--- config.mk ---
export PLATFORM = sky130hd
export DESIGN_NAME = euler_lax_wendroff_flux
export DESIGN_NICKNAME = d
export VERILOG_FILES = /design/src/hdl/elw_pkg.sv /design/src/hdl/elw_ram.sv /design/src/hdl/euler_lax_wendroff_flux.sv
export VERILOG_INCLUDE_DIRS = /design/src /design/src/hdl
export SDC_FILE = /design/constraint.sdc
export NUM_CORES = 2
export LEC_CHECK = 0
export BUFFER_PORTS_ARGS = -buffer_cell sky130_fd_sc_hd__buf_2
export CAP_MARGIN = 25
export CELL_PAD_IN_SITES_DETAIL_PLACEMENT = 2
export CELL_PAD_IN_SITES_GLOBAL_PLACEMENT = 2
export CORE_ASPECT_RATIO = 0.8
export CORE_MARGIN = 4
export CORE_UTILIZATION = 43
export CTS_CLUSTER_DIAMETER = 120
export DETAILED_ROUTE_END_ITERATION = 8
export PLACE_DENSITY = 0.88
export SYNTH_ARGS = -nofsm -noshare
export SYNTH_HDL_FRONTEND = slang
export SYNTH_SLANG_ARGS = --single-unit
--- constraint.sdc ---
create_clock -name clk -period 15.07 [get_ports clk]
set_input_delay 2.2605 -clock clk [delete_from_list [all_inputs] [get_ports clk]]
set_output_delay 2.2605 -clock clk [all_outputs]
set_load 0.02 [all_outputs]
--- src/hdl/euler_lax_wendroff_flux_defines.svh ---
// Assertion macros used by the flux block's top-level RTL file.
`ifndef EULER_LAX_WENDROFF_FLUX_DEFINES_SVH
`define EULER_LAX_WENDROFF_FLUX_DEFINES_SVH

// Same-cycle implication, disabled during reset.
`define ELW_ASSERT_IMP(lbl, clk, rst_n, ante, cons) \
	lbl: assert property (@(posedge clk) disable iff (!rst_n) (ante) |-> (cons)) \
		else $error("elw assertion failed");

// Next-cycle implication, disabled during reset.
`define ELW_ASSERT_NEXT(lbl, clk, rst_n, ante, cons) \
	lbl: assert property (@(posedge clk) disable iff (!rst_n) (ante) |=> (cons)) \
		else $error("elw assertion failed");

`endif

--- src/hdl/elw_pkg.sv ---
// Types, constants and the operation sequence of the Lax-Wendroff flux block.
`timescale 1ns / 1ps
`default_nettype none
package elw_pkg;

	localparam int DW = 32;
	localparam int FW = 16;
	localparam int QW = DW + FW;
	localparam int PW = 2 * DW;
	localparam int CW = 31;
	localparam int REG_DEPTH = 16;
	localparam int PC_W = 6;
	localparam int DIV_CNT_W = $clog2(QW + 1);

	localparam logic [CW-1:0] GAMMA_RESET = CW'(26214);
	localparam logic CFG_HALF_DT = 1'b0;
	localparam logic CFG_GAMMA = 1'b1;
	localparam logic [PC_W-1:0] STORE_PC = PC_W'(36);

	typedef struct packed {
		logic [30:0]        cell_density;
		logic signed [31:0] cell_momentum;
		logic signed [31:0] cell_energy;
		logic               row_start;
	} in_item_t;

	typedef struct packed {
		logic signed [31:0] flux_mass;
		logic signed [31:0] flux_momentum;
		logic signed [31:0] flux_energy;
		logic               arith_fault;
	} out_item_t;

	typedef enum logic [2:0] {
		OP_MOV, OP_ADD, OP_SUB, OP_AVG, OP_HALF, OP_MUL, OP_DIV
	} op_t;

	typedef enum logic [2:0] {
		SRC_RAM, SRC_RHO, SRC_MOM, SRC_EN, SRC_ALPHA, SRC_GAMMA
	} src_t;

	typedef enum logic [3:0] {
		R_PL_RHO, R_PL_M, R_PL_E, R_PL_A1, R_PL_A2, R_NA1, R_NA2,
		R_U, R_KE, R_X, R_P, R_Y, R_RS, R_MS, R_ES
	} reg_id_t;

	typedef enum logic [1:0] {
		CAP_NONE, CAP_MASS, CAP_MOM, CAP_EN
	} cap_t;

	typedef struct packed {
		op_t     op;
		src_t    a_src;
		reg_id_t a_reg;
		src_t    b_src;
		reg_id_t b_reg;
		reg_id_t dst;
		cap_t    cap;
		logic    br;
		logic    last;
	} uop_t;

	function automatic uop_t mk(op_t op, src_t as, reg_id_t ar, src_t bs, reg_id_t brg,
			reg_id_t dst, cap_t cap, logic br, logic last);
		uop_t u;
		u.op = op;
		u.a_src = as;
		u.a_reg = ar;
		u.b_src = bs;
		u.b_reg = brg;
		u.dst = dst;
		u.cap = cap;
		u.br = br;
		u.last = last;
		return u;
	endfunction

	// Cell terms of the new cell, the left cell (faults only), the three
	// half-step states, the interface fluxes, then the store of the new cell.
	function automatic uop_t prog(logic [PC_W-1:0] pc);
		uop_t u;
		unique case (pc)
			6'd0:  u = mk(OP_DIV, SRC_MOM, R_X, SRC_RHO, R_X, R_U, CAP_NONE, 1'b0, 1'b0);
			6'd1:  u = mk(OP_MUL, SRC_MOM, R_X, SRC_RAM, R_U, R_KE, CAP_NONE, 1'b0, 1'b0);
			6'd2:  u = mk(OP_HALF, SRC_RAM, R_KE, SRC_RAM, R_X, R_X, CAP_NONE, 1'b0, 1'b0);
			6'd3:  u = mk(OP_SUB, SRC_EN, R_X, SRC_RAM, R_X, R_X, CAP_NONE, 1'b0, 1'b0);
			6'd4:  u = mk(OP_MUL, SRC_GAMMA, R_X, SRC_RAM, R_X, R_P, CAP_NONE, 1'b0, 1'b0);
			6'd5:  u = mk(OP_ADD, SRC_RAM, R_KE, SRC_RAM, R_P, R_NA1, CAP_NONE, 1'b0, 1'b0);
			6'd6:  u = mk(OP_ADD, SRC_EN, R_X, SRC_RAM, R_P, R_X, CAP_NONE, 1'b0, 1'b0);
			6'd7:  u = mk(OP_MUL, SRC_RAM, R_U, SRC_RAM, R_X, R_NA2, CAP_NONE, 1'b1, 1'b0);
			6'd8:  u = mk(OP_DIV, SRC_RAM, R_PL_M, SRC_RAM, R_PL_RHO, R_U, CAP_NONE,
					1'b0, 1'b0);
			6'd9:  u = mk(OP_MUL, SRC_RAM, R_PL_M, SRC_RAM, R_U, R_KE, CAP_NONE, 1'b0, 1'b0);
			6'd10: u = mk(OP_HALF, SRC_RAM, R_KE, SRC_RAM, R_X, R_X, CAP_NONE, 1'b0, 1'b0);
			6'd11: u = mk(OP_SUB, SRC_RAM, R_PL_E, SRC_RAM, R_X, R_X, CAP_NONE, 1'b0, 1'b0);
			6'd12: u = mk(OP_MUL, SRC_GAMMA, R_X, SRC_RAM, R_X, R_P, CAP_NONE, 1'b0, 1'b0);
			6'd13: u = mk(OP_ADD, SRC_RAM, R_KE, SRC_RAM, R_P, R_Y, CAP_NONE, 1'b0, 1'b0);
			6'd14: u = mk(OP_ADD, SRC_RAM, R_PL_E, SRC_RAM, R_P, R_X, CAP_NONE, 1'b0, 1'b0);
			6'd15: u = mk(OP_MUL, SRC_RAM, R_U, SRC_RAM, R_X, R_Y, CAP_NONE, 1'b0, 1'b0);
			6'd16: u = mk(OP_AVG, SRC_RAM, R_PL_RHO, SRC_RHO, R_X, R_X, CAP_NONE, 1'b0, 1'b0);
			6'd17: u = mk(OP_SUB, SRC_MOM, R_X, SRC_RAM, R_PL_M, R_Y, CAP_NONE, 1'b0, 1'b0);
			6'd18: u = mk(OP_MUL, SRC_ALPHA, R_X, SRC_RAM, R_Y, R_Y, CAP_NONE, 1'b0, 1'b0);
			6'd19: u = mk(OP_SUB, SRC_RAM, R_X, SRC_RAM, R_Y, R_RS, CAP_NONE, 1'b0, 1'b0);
			6'd20: u = mk(OP_AVG, SRC_RAM, R_PL_M, SRC_MOM, R_X, R_X, CAP_NONE, 1'b0, 1'b0);
			6'd21: u = mk(OP_SUB, SRC_RAM, R_NA1, SRC_RAM, R_PL_A1, R_Y, CAP_NONE, 1'b0, 1'b0);
			6'd22: u = mk(OP_MUL, SRC_ALPHA, R_X, SRC_RAM, R_Y, R_Y, CAP_NONE, 1'b0, 1'b0);
			6'd23: u = mk(OP_SUB, SRC_RAM, R_X, SRC_RAM, R_Y, R_MS, CAP_MASS, 1'b0, 1'b0);
			6'd24: u = mk(OP_AVG, SRC_RAM, R_PL_E, SRC_EN, R_X, R_X, CAP_NONE, 1'b0, 1'b0);
			6'd25: u = mk(OP_SUB, SRC_RAM, R_NA2, SRC_RAM, R_PL_A2, R_Y, CAP_NONE, 1'b0, 1'b0);
			6'd26: u = mk(OP_MUL, SRC_ALPHA, R_X, SRC_RAM, R_Y, R_Y, CAP_NONE, 1'b0, 1'b0);
			6'd27: u = mk(OP_SUB, SRC_RAM, R_X, SRC_RAM, R_Y, R_ES, CAP_NONE, 1'b0, 1'b0);
			6'd28: u = mk(OP_DIV, SRC_RAM, R_MS, SRC_RAM, R_RS, R_U, CAP_NONE, 1'b0, 1'b0);
			6'd29: u = mk(OP_MUL, SRC_RAM, R_MS, SRC_RAM, R_U, R_KE, CAP_NONE, 1'b0, 1'b0);
			6'd30: u = mk(OP_HALF, SRC_RAM, R_KE, SRC_RAM, R_X, R_X, CAP_NONE, 1'b0, 1'b0);
			6'd31: u = mk(OP_SUB, SRC_RAM, R_ES, SRC_RAM, R_X, R_X, CAP_NONE, 1'b0, 1'b0);
			6'd32: u = mk(OP_MUL, SRC_GAMMA, R_X, SRC_RAM, R_X, R_P, CAP_NONE, 1'b0, 1'b0);
			6'd33: u = mk(OP_ADD, SRC_RAM, R_KE, SRC_RAM, R_P, R_Y, CAP_MOM, 1'b0, 1'b0);
			6'd34: u = mk(OP_ADD, SRC_RAM, R_ES, SRC_RAM, R_P, R_X, CAP_NONE, 1'b0, 1'b0);
			6'd35: u = mk(OP_MUL, SRC_RAM, R_U, SRC_RAM, R_X, R_Y, CAP_EN, 1'b0, 1'b0);
			6'd36: u = mk(OP_MOV, SRC_RHO, R_X, SRC_RAM, R_X, R_PL_RHO, CAP_NONE, 1'b0, 1'b0);
			6'd37: u = mk(OP_MOV, SRC_MOM, R_X, SRC_RAM, R_X, R_PL_M, CAP_NONE, 1'b0, 1'b0);
			6'd38: u = mk(OP_MOV, SRC_EN, R_X, SRC_RAM, R_X, R_PL_E, CAP_NONE, 1'b0, 1'b0);
			6'd39: u = mk(OP_MOV, SRC_RAM, R_NA1, SRC_RAM, R_X, R_PL_A1, CAP_NONE, 1'b0, 1'b0);
			6'd40: u = mk(OP_MOV, SRC_RAM, R_NA2, SRC_RAM, R_X, R_PL_A2, CAP_NONE, 1'b0, 1'b1);
			default: u = mk(OP_MOV, SRC_RAM, R_X, SRC_RAM, R_X, R_X, CAP_NONE, 1'b0, 1'b1);
		endcase
		return u;
	endfunction

endpackage
`default_nettype wire

--- src/hdl/elw_ram.sv ---
// Generic RAM with one write port and two registered read ports.
`timescale 1ns / 1ps
`default_nettype none
module elw_ram #(
	parameter int WIDTH = 32,
	parameter int DEPTH = 16
) (
	input  wire                      clk,
	input  wire                      wr_en,
	input  wire [$clog2(DEPTH)-1:0]  wr_addr,
	input  wire [WIDTH-1:0]          wr_data,
	input  wire [$clog2(DEPTH)-1:0]  rd_addr_a,
	output logic [WIDTH-1:0]         rd_data_a,
	input  wire [$clog2(DEPTH)-1:0]  rd_addr_b,
	output logic [WIDTH-1:0]         rd_data_b
);

	logic [WIDTH-1:0] mem_q [DEPTH];

	always_ff @(posedge clk) begin
		if (wr_en) begin
			mem_q[wr_addr] <= wr_data;
		end
		rd_data_a <= mem_q[rd_addr_a];
		rd_data_b <= mem_q[rd_addr_b];
	end

endmodule
`default_nettype wire

--- src/hdl/euler_lax_wendroff_flux.sv ---
// Top level of the one-dimensional Euler Lax-Wendroff interface flux block.
`timescale 1ns / 1ps
`default_nettype none
`include "euler_lax_wendroff_flux_defines.svh"
// Each input item is one cell; every cell that follows another cell of the same row
// gives one item of interface fluxes. All arithmetic runs on one shared unit under a
// short operation sequence, with the working values held in a 16-entry register RAM.
// An add or subtract is issued and executed, a multiply then writes back its product,
// and a division works out one quotient bit per cycle over 48 bits before write-back.
// A cell that gives a result runs the whole sequence with three divisions; the input
// stalls while an item is worked on; a finished result waits in an output register.
module euler_lax_wendroff_flux (
	input  wire                   clk,
	input  wire                   arst_n,
	input  wire                   in_valid,
	output logic                  in_stall,
	input  elw_pkg::in_item_t     in_item,
	output logic                  out_valid,
	input  wire                   out_stall,
	output elw_pkg::out_item_t    out_item,
	input  wire                   cfg_we,
	input  wire                   cfg_index,
	input  wire [30:0]            cfg_data
);
	import elw_pkg::*;

	typedef enum logic [2:0] {
		S_IDLE, S_ISSUE, S_EXEC, S_MULW, S_DIV, S_DIVW, S_DONE
	} state_t;

	state_t                   state_q;
	logic [PC_W-1:0]          pc_q;
	logic [CW-1:0]            alpha_q;
	logic [CW-1:0]            gamma_q;
	in_item_t                 in_q;
	logic                     prev_valid_q;
	logic                     emit_q;
	logic                     fault_q;
	logic signed [DW-1:0]     res_mass_q;
	logic signed [DW-1:0]     res_mom_q;
	logic signed [DW-1:0]     res_en_q;
	out_item_t                out_q;
	logic                     out_valid_q;
	logic signed [PW-1:0]     prod_q;
	logic [QW-1:0]            num_q;
	logic [DW-1:0]            rem_q;
	logic [DW-2:0]            den_q;
	logic                     neg_q;
	logic [DIV_CNT_W-1:0]     div_cnt_q;

	uop_t                     cur;
	logic [DW-1:0]            ram_a;
	logic [DW-1:0]            ram_b;
	logic signed [DW-1:0]     a_val;
	logic signed [DW-1:0]     b_val;
	logic signed [DW:0]       sum_w;
	logic                     wb_en;
	logic signed [DW-1:0]     wb_val;
	logic                     wb_fault;
	logic [DW-1:0]            rem_sh;
	logic                     q_bit;
	logic [DW-1:0]            a_abs;
	logic                     accept;

	assign cur = prog(pc_q);
	assign accept = in_valid && !in_stall;
	assign in_stall = (state_q != S_IDLE);
	assign out_valid = out_valid_q;
	assign out_item = out_q;

	elw_ram #(
		.WIDTH(DW),
		.DEPTH(REG_DEPTH)
	) u_regs (
		.clk      (clk),
		.wr_en    (wb_en),
		.wr_addr  (cur.dst),
		.wr_data  (wb_val),
		.rd_addr_a(cur.a_reg),
		.rd_data_a(ram_a),
		.rd_addr_b(cur.b_reg),
		.rd_data_b(ram_b)
	);

	always_comb begin
		unique case (cur.a_src)
			SRC_RAM:   a_val = $signed(ram_a);
			SRC_RHO:   a_val = $signed({1'b0, in_q.cell_density});
			SRC_MOM:   a_val = in_q.cell_momentum;
			SRC_EN:    a_val = in_q.cell_energy;
			SRC_ALPHA: a_val = $signed({1'b0, alpha_q});
			SRC_GAMMA: a_val = $signed({1'b0, gamma_q});
			default:   a_val = $signed(ram_a);
		endcase
		unique case (cur.b_src)
			SRC_RAM:   b_val = $signed(ram_b);
			SRC_RHO:   b_val = $signed({1'b0, in_q.cell_density});
			SRC_MOM:   b_val = in_q.cell_momentum;
			SRC_EN:    b_val = in_q.cell_energy;
			SRC_ALPHA: b_val = $signed({1'b0, alpha_q});
			SRC_GAMMA: b_val = $signed({1'b0, gamma_q});
			default:   b_val = $signed(ram_b);
		endcase
	end

	always_comb begin
		if (cur.op == OP_SUB) begin
			sum_w = $signed({a_val[DW-1], a_val}) - $signed({b_val[DW-1], b_val});
		end else begin
			sum_w = $signed({a_val[DW-1], a_val}) + $signed({b_val[DW-1], b_val});
		end
		a_abs = a_val[DW-1] ? DW'(-a_val) : DW'(a_val);
		rem_sh = {rem_q[DW-2:0], num_q[QW-1]};
		q_bit = (rem_sh >= {1'b0, den_q});
	end

	always_comb begin
		wb_en = 1'b0;
		wb_val = a_val;
		wb_fault = 1'b0;
		unique case (state_q)
			S_EXEC: begin
				unique case (cur.op)
					OP_MOV: begin
						wb_en = 1'b1;
					end
					OP_ADD, OP_SUB: begin
						wb_en = 1'b1;
						if (sum_w[DW] != sum_w[DW-1]) begin
							wb_fault = 1'b1;
							wb_val = sum_w[DW] ? {1'b1, {(DW-1){1'b0}}} : {1'b0, {(DW-1){1'b1}}};
						end else begin
							wb_val = sum_w[DW-1:0];
						end
					end
					OP_AVG: begin
						wb_en = 1'b1;
						wb_val = sum_w[DW:1];
					end
					OP_HALF: begin
						wb_en = 1'b1;
						wb_val = a_val >>> 1;
					end
					OP_DIV: begin
						if (b_val <= 0) begin
							wb_en = 1'b1;
							wb_fault = 1'b1;
							wb_val = a_val[DW-1] ? {1'b1, {(DW-1){1'b0}}} : {1'b0, {(DW-1){1'b1}}};
						end
					end
					default: begin
					end
				endcase
			end
			S_MULW: begin
				wb_en = 1'b1;
				if ((&prod_q[PW-1:QW-1]) || !(|prod_q[PW-1:QW-1])) begin
					wb_val = prod_q[QW-1:FW];
				end else begin
					wb_fault = 1'b1;
					wb_val = prod_q[PW-1] ? {1'b1, {(DW-1){1'b0}}} : {1'b0, {(DW-1){1'b1}}};
				end
			end
			S_DIVW: begin
				wb_en = 1'b1;
				if (neg_q) begin
					if (num_q > QW'({1'b1, {(DW-1){1'b0}}})) begin
						wb_fault = 1'b1;
						wb_val = {1'b1, {(DW-1){1'b0}}};
					end else begin
						wb_val = -$signed(num_q[DW-1:0]);
					end
				end else begin
					if (|num_q[QW-1:DW-1]) begin
						wb_fault = 1'b1;
						wb_val = {1'b0, {(DW-1){1'b1}}};
					end else begin
						wb_val = $signed(num_q[DW-1:0]);
					end
				end
			end
			default: begin
			end
		endcase
	end

	always_ff @(posedge clk or negedge arst_n) begin
		if (!arst_n) begin
			state_q <= S_IDLE;
			pc_q <= '0;
			alpha_q <= '0;
			gamma_q <= GAMMA_RESET;
			prev_valid_q <= 1'b0;
			emit_q <= 1'b0;
			fault_q <= 1'b0;
			out_valid_q <= 1'b0;
			div_cnt_q <= '0;
		end else begin
			if (cfg_we) begin
				if (cfg_index == CFG_HALF_DT) begin
					alpha_q <= cfg_data;
				end else begin
					gamma_q <= cfg_data;
				end
			end
			if (out_valid_q && !out_stall && !(state_q == S_DONE && emit_q)) begin
				out_valid_q <= 1'b0;
			end
			if (wb_en) begin
				fault_q <= fault_q | wb_fault;
				unique case (cur.cap)
					CAP_MASS: res_mass_q <= wb_val;
					CAP_MOM:  res_mom_q <= wb_val;
					CAP_EN:   res_en_q <= wb_val;
					default: begin
					end
				endcase
				if (cur.last) begin
					state_q <= S_DONE;
				end else begin
					state_q <= S_ISSUE;
					if (cur.br && !emit_q) begin
						pc_q <= STORE_PC;
					end else begin
						pc_q <= pc_q + 1'b1;
					end
				end
			end
			unique case (state_q)
				S_IDLE: begin
					if (accept) begin
						in_q <= in_item;
						emit_q <= !in_item.row_start && prev_valid_q;
						fault_q <= 1'b0;
						pc_q <= '0;
						state_q <= S_ISSUE;
					end
				end
				S_ISSUE: begin
					state_q <= S_EXEC;
				end
				S_EXEC: begin
					if (cur.op == OP_MUL) begin
						prod_q <= PW'(a_val) * PW'(b_val);
						state_q <= S_MULW;
					end else if (cur.op == OP_DIV && b_val > 0) begin
						neg_q <= a_val[DW-1];
						num_q <= {a_abs, {FW{1'b0}}};
						rem_q <= '0;
						den_q <= b_val[DW-2:0];
						div_cnt_q <= DIV_CNT_W'(QW);
						state_q <= S_DIV;
					end
				end
				S_MULW: begin
				end
				S_DIV: begin
					num_q <= {num_q[QW-2:0], q_bit};
					rem_q <= q_bit ? rem_sh - {1'b0, den_q} : rem_sh;
					div_cnt_q <= div_cnt_q - 1'b1;
					if (div_cnt_q == DIV_CNT_W'(1)) begin
						state_q <= S_DIVW;
					end
				end
				S_DIVW: begin
				end
				S_DONE: begin
					prev_valid_q <= 1'b1;
					if (!emit_q) begin
						state_q <= S_IDLE;
					end else if (!out_valid_q || !out_stall) begin
						out_q <= {res_mass_q, res_mom_q, res_en_q, fault_q};
						out_valid_q <= 1'b1;
						state_q <= S_IDLE;
					end
				end
				default: begin
					state_q <= S_IDLE;
				end
			endcase
		end
	end

	`ELW_ASSERT_NEXT(a_accept_starts, clk, arst_n, accept, (state_q == S_ISSUE) && (pc_q == '0))
	`ELW_ASSERT_IMP(a_div_count, clk, arst_n, state_q == S_DIV, div_cnt_q != '0)
	`ELW_ASSERT_NEXT(a_no_emit_idle, clk, arst_n, (state_q == S_DONE) && !emit_q, state_q == S_IDLE)
	`ELW_ASSERT_IMP(a_out_from_emit, clk, arst_n, $rose(out_valid_q), $past(emit_q))

endmodule
`default_nettype wire

# Word-level counts from Yosys, hierarchy flattened
# Memory sizes are Yosys's and may differ from the RTL's. A register that Yosys moved wholly into a read port is not among the register bits.
# Cells that the tools add are included.
# word_totals
wordCells,166
mem_bits_ro,1536
output_inout_bits,99
reg_bits,544
inputBits,133
n_memories,2
ramBits,512
# classes
mul,1
n_addsub,7
bitwise_logic,3
n_mux,58
eq_ne,29
reduce_logical,38
n_lt_le_gt_ge,4
# mem_list
memory,depth,word_bits,rd,rd_ports_with_merged_regs,write_ports,line_no,source
(name not given),64,24,1,0,0,elw_pkg.sv:82,unique case (pc)
u_regs.mem_q,16,32,2,2,1,elw_ram.sv:18,logic [WIDTH-1:0] mem_q [DEPTH];
# op_table
operator,n
$mux W32,10
$pmux W32 S5,2
$pmux W32 S4,1
$mux W48,2
$pmux W32 S3,1
$pmux W48 S2,1
$mux W31,3
$mul A32 B32 Y64,1
$neg A32 Y32,2
$pmux W31 S2,1
$gt A48 B32 Y1 const B,1
$mux W6,7
$reduce_or A17 Y1,2
$add A32 B32 Y33,1
$mux W33,1
$sub A32 B32 Y33,1
$ge A32 B31 Y1,1
$gt A32 B1 Y1 const B,1
$le A32 B1 Y1 const B,1
$sub A31 B31 Y31,1
$eq A3 B3 Y1 const B,10
$eq A3 B2 Y1 const B,8
$mux W3,8
$pmux W3 S6,1
other kinds (26),72

# Depth between registers and ports, before layout
# An unclocked memory read counts as a cell.
# depth
ltp_word,13
ltp_mapped,47
mapped_depth_nobuf,38

# Cells and area by module
# From an unflattened synthesis, not the netlist that was laid out.
# hier_totals
hier_cells,7665
hier_area_um2,87361.3
# modules_own_cells
module,area_each_um2,seq_area_each_um2,instances,cells_each
euler_lax_wendroff_flux,63158.1,15459.8,1,6524
elw_ram,24203.2,16656.0,1,1141

# Worst setup path after synthesis
# Ideal clock, no wire load.
# synth_timing
path_type,flip-flop to flip-flop
from,reg pc_q[1]
to,"reg prod_q[62], data pin"
synth_period_minus_slack_ns,10.666
path_buffers,11
arrival_ns,10.404
t_required_ns,14.808
path_slack_ns,4.404
setup_time_ns,0.262
path_stages_with_launch,41
path_cell_list,dfrtp_1 -> clkbuf_1 -> inv_1 -> ha_1 -> clkbuf_1 -> nand2_1 -> o22ai_1 -> o21bai_2 -> buf_4 -> buf_6 -> buf_6 -> buf_4 -> buf_6 -> o21ai_0 -> a21oi_1 -> clkbuf_1 -> buf_1 -> buf_1 -> (+5 left out) -> inv_1 -> fa_1 -> inv_1 -> fa_1 -> fa_1 -> fa_1 -> ha_1 -> clkbuf_1 -> a21o_1 -> a21o_1 -> a21oi_1 -> o21ai_0 -> a221o_1 -> a21o_1 -> a21oi_1 -> o21a_1 -> a21oi_1 -> xor2_1
# synth_between
elab_chain_cells,4
elab_cells_between_ends,14
cone_classes,mul (1); eq/ne (10); mux (2); memory (1)
# synth_rtl
element,line_no,source
from (decl),euler_lax_wendroff_flux.sv:32,logic [PC_W-1:0] pc_q;
from (signal assigned),euler_lax_wendroff_flux.sv:225,pc_q <= pc_q + 1'b1;
$mem_v2 Z64 W24 (*),n/a,
"$eq A3 B3 Y1, or another cell as far along",euler_lax_wendroff_flux.sv:86,unique case (cur.a_src)
"$pmux W32 S5, on equally long branches","euler_lax_wendroff_flux.sv:86, euler_lax_wendroff_flux.sv:95",
$mul A32 B32 Y64 (*),euler_lax_wendroff_flux.sv:244,prod_q <= PW'(a_val) * PW'(b_val);
to (signal assigned),euler_lax_wendroff_flux.sv:244,
to (decl),euler_lax_wendroff_flux.sv:44,logic signed [PW-1:0] prod_q;
# Mark *: on every way between the ends. The rest lies on a longest branch, timed or not.
# A chain may end at the register's enable or synchronous reset.

# Worst setup path in the final report
# layout_timing
from,reg pc_q[0]
to,"reg prod_q[59], data pin"
# The elaborated chain is that of the path after synthesis.

==> results.md <==
* Die area at 0.2170 mm2
* Synth Flop Type: edfxtp_1
* Max Clk Rate at 70.55 MHz
* Hold Fails Final Rpt at 0
* Die Height at 417.5 um
* Slowest library cell on the worst path: o21ba_2
* Routed Antenna Nets at 0
* FF/Latch Area at 0.03212 mm2
* Post-Route WL at 488400 um
* Via-to-Cell Ratio at 7.078
* GRT Residual Overflow at 0
* Sequential area share after synthesis at 0.3564
* Worst path max stage delay at 0.91 ns
* Worst-Skew Late Latency at 0.82 ns
* Die Width at 519.8 um
* RSZ-0062 raised after global routing: no
* CP dominant cell by count: fa_1
* Area of the multi-input gates at 0.05252 mm2
* Worst Path Class, Setup: reg2reg
* Run status: complete, but fails checks
* Clock slew at reported path FFs at 0.07 ns
* Number of global-route vias before repair at 89780
* Area growth syn-to-layout at 10.91%
* CTS max path bufs at 3
* Hold Buf Count CTS at 0
* Post-DR wirelength/cell at 41.51 um
* DR pass1 iterations at 9
* Skew final at 0.06704 ns
* Netlist cell types at 101
* H-tree levels at 3
* Cells after Synth at 8756
* Tmin final at 14.17 ns
* Slew Limit Fails at 0
* Worst Path Max Fanout at 27
* Final Setup Violations at 0
* Largest net degree at the start of global routing at 149
* Routed vias at 83280
* Site Rows at 150
* Root Driver: clkbuf_16
* Share of cells above drive strength 1 at 0.1095
* Failing checks: DRC
* GRT Total Usage at 0.4353
* Post-CTS Resized at 0
* Fin Setup TNS at 0 ns
* Filler cell count in the final layout at 21120
* Maxcap violations at 0
* CTS tree: built
* Final estimated routing congestion in global placement at 0.9915
* Initial DRC count at 13420
* First-pass GRT wire length at 678500 um
* Port Buf Inserts at 231
* Pin slew with the least headroom to its limit at 1.333 ns
* Syn_nets at 10240
* Clock sink count at 1104
* Mapped Area at 0.09012 mm2
* CP arrival at 14.80 ns
* Initial antenna violation count at 59
* Period utilization at 0.9406
* CP Launch Type: flip-flop
* Post-CTS Setup Bufs at 0
* Initial Utilization at 0.4318
* Critical path required time at 15.69 ns
* Most frequent cells in the layout: 1125 x nand2_1, 1083 x fa_1, 1049 x inv_1
* HPWL Detailed at 321800 um
* Nets at 10270
* CP Capture Type: flip-flop
* Yosys warns at 0
* Avg Inst Size Synth at 10.29 um2
* Seq cells post-synth at 1104
* CTS buffer count at 119
* Max-slew headroom at 0.1055
* I/O pin count at 232
* Number of synthesized flops with an enable pin at 959
* DRC errors left at 171
* Core footprint at 0.2087 mm2
* Ys async rst share at 0.07337
* Commonest non-fill, non-tap cell in the layout: nand2_1
* Tightest Hold Check Type: reg2reg
==> critical path: cells and delay by family, from the launching register on <==
kind / cells / cell delay (ns)
fa+ha+maj: 10 / 5.13
compound gates: 9 / 3.27
simple gates: 8 / 2.85
buf+inv: 6 / 1.73
flops: 1 / 0.72
xor+xnor: 1 / 0.20
==> per-layer routing <==
metal,vias up,wire length (um),GRT usage
li1,29820,-,-
met5,-,1127,0.03124
met2,8081,208200,0.6415
met3,3095,68440,0.1945
met4,40,48550,0.3333
met1,42240,162100,0.4928
==> stage by stage <==
step           hold WS [ns]    util  cells  instance area, um2  setup slack [ns]
2_1_floorplan        0.4003       -   8756               90120             4.404
4_1_cts              0.4153  0.4758  11680               99300             1.193
5_1_grt              0.4262  0.4784  11730               99850            0.9557
3_3_place_gp         0.4004  0.4556  11450               95080             2.021
3_5_place_dp         0.4074  0.4562  11450               95220             1.314
6_report             0.4141  0.4789  11770               99950            0.8959
==> worst paths after layout <==
check	startpoint	endpoint	slack (ns)	depth (start not counted)
min reg2reg	res_mass_q[26]	out_item[91]	0.41	0
max in group asynchronous	arst_n	gamma_q[25]	12.26	2
max	pc_q[0]	prod_q[59]	0.90	34
max reg2reg	pc_q[0]	prod_q[59]	0.90	34
min	res_mass_q[26]	out_item[91]	0.41	0
min in group asynchronous	arst_n	alpha_q[11]	1.42	1
==> logic make-up (layout without fill, tap and decap cells) <==
| group | count (synthesis) | after routing | share of synthesized area |
|---|---|---|---|
| AOI/OAI and AO/OA | 1697 | 1697 | 0.1230 |
| muxes | 266 | 266 | 0.03513 |
| DFF | 1104 | 1104 | 0.3564 |
| other | 0 | 57 | 0 |
| adders and majority gates | 1347 | 1347 | 0.2772 |
| xor gates and xnor gates | 180 | 180 | 0.01749 |
| and+or+nand+nor | 2505 | 2505 | 0.1203 |
| buffers and inverters | 1657 | 1798 | 0.07050 |
==> cells in the mapped netlist (all sizes together), types with 73 or more instances <==
library cell / instances / area (um2)
a21oi: 457 / 2287
o21ai: 275 / 1384
fa: 1083 / 21680
clkbuf: 464 / 1742
inv: 1073 / 4030
a211oi: 279 / 2095
a311oi: 99 / 867.1
dfrtp: 73 / 1827
o22ai: 86 / 569.3
xnor2: 138 / 1209
a31oi: 145 / 907.1
nor2: 807 / 3029
nand2: 1128 / 4242
edfxtp: 959 / 28800
mux2i: 161 / 1612
and3: 146 / 913.4
a21o: 79 / 593.1
ha: 264 / 3303
and2: 93 / 584.3
buf: 108 / 536.8
==> final cells by class <==
cell class | instances | share of cell area
flip-flops and latches | 1104 | 0.3213
inverters | 1085 | 0.04077
repair buffers | 487 | 0.03493
clock buffers | 146 | 0.03185
well taps | 2812 | 0.03520
clock inverters | 80 | 0.008988
multi-input cells | 5995 | 0.5255
diodes | 57 | 0.001427
==> sequential cells by signal, summed over array words and instances (netlist names), 3 cells and up <==
| signal | count |
|---|---|
| out_item | 97 |
| div_cnt_q | 6 |
| num_q | 48 |
| res_en_q | 32 |
| in_q | 95 |
| prod_q | 48 |
| res_mass_q | 32 |
| pc_q | 6 |
| den_q | 31 |
| u_regs.mem_q | 512 |
| u_regs.rd_data_b | 32 |
| alpha_q | 31 |
| rem_q | 31 |
| u_regs.rd_data_a | 32 |
| state_q | 3 |
| res_mom_q | 32 |
| gamma_q | 31 |
Power is not shown: default switching activity piles up to over one toggle a cycle in this logic, so the estimate is an artifact.
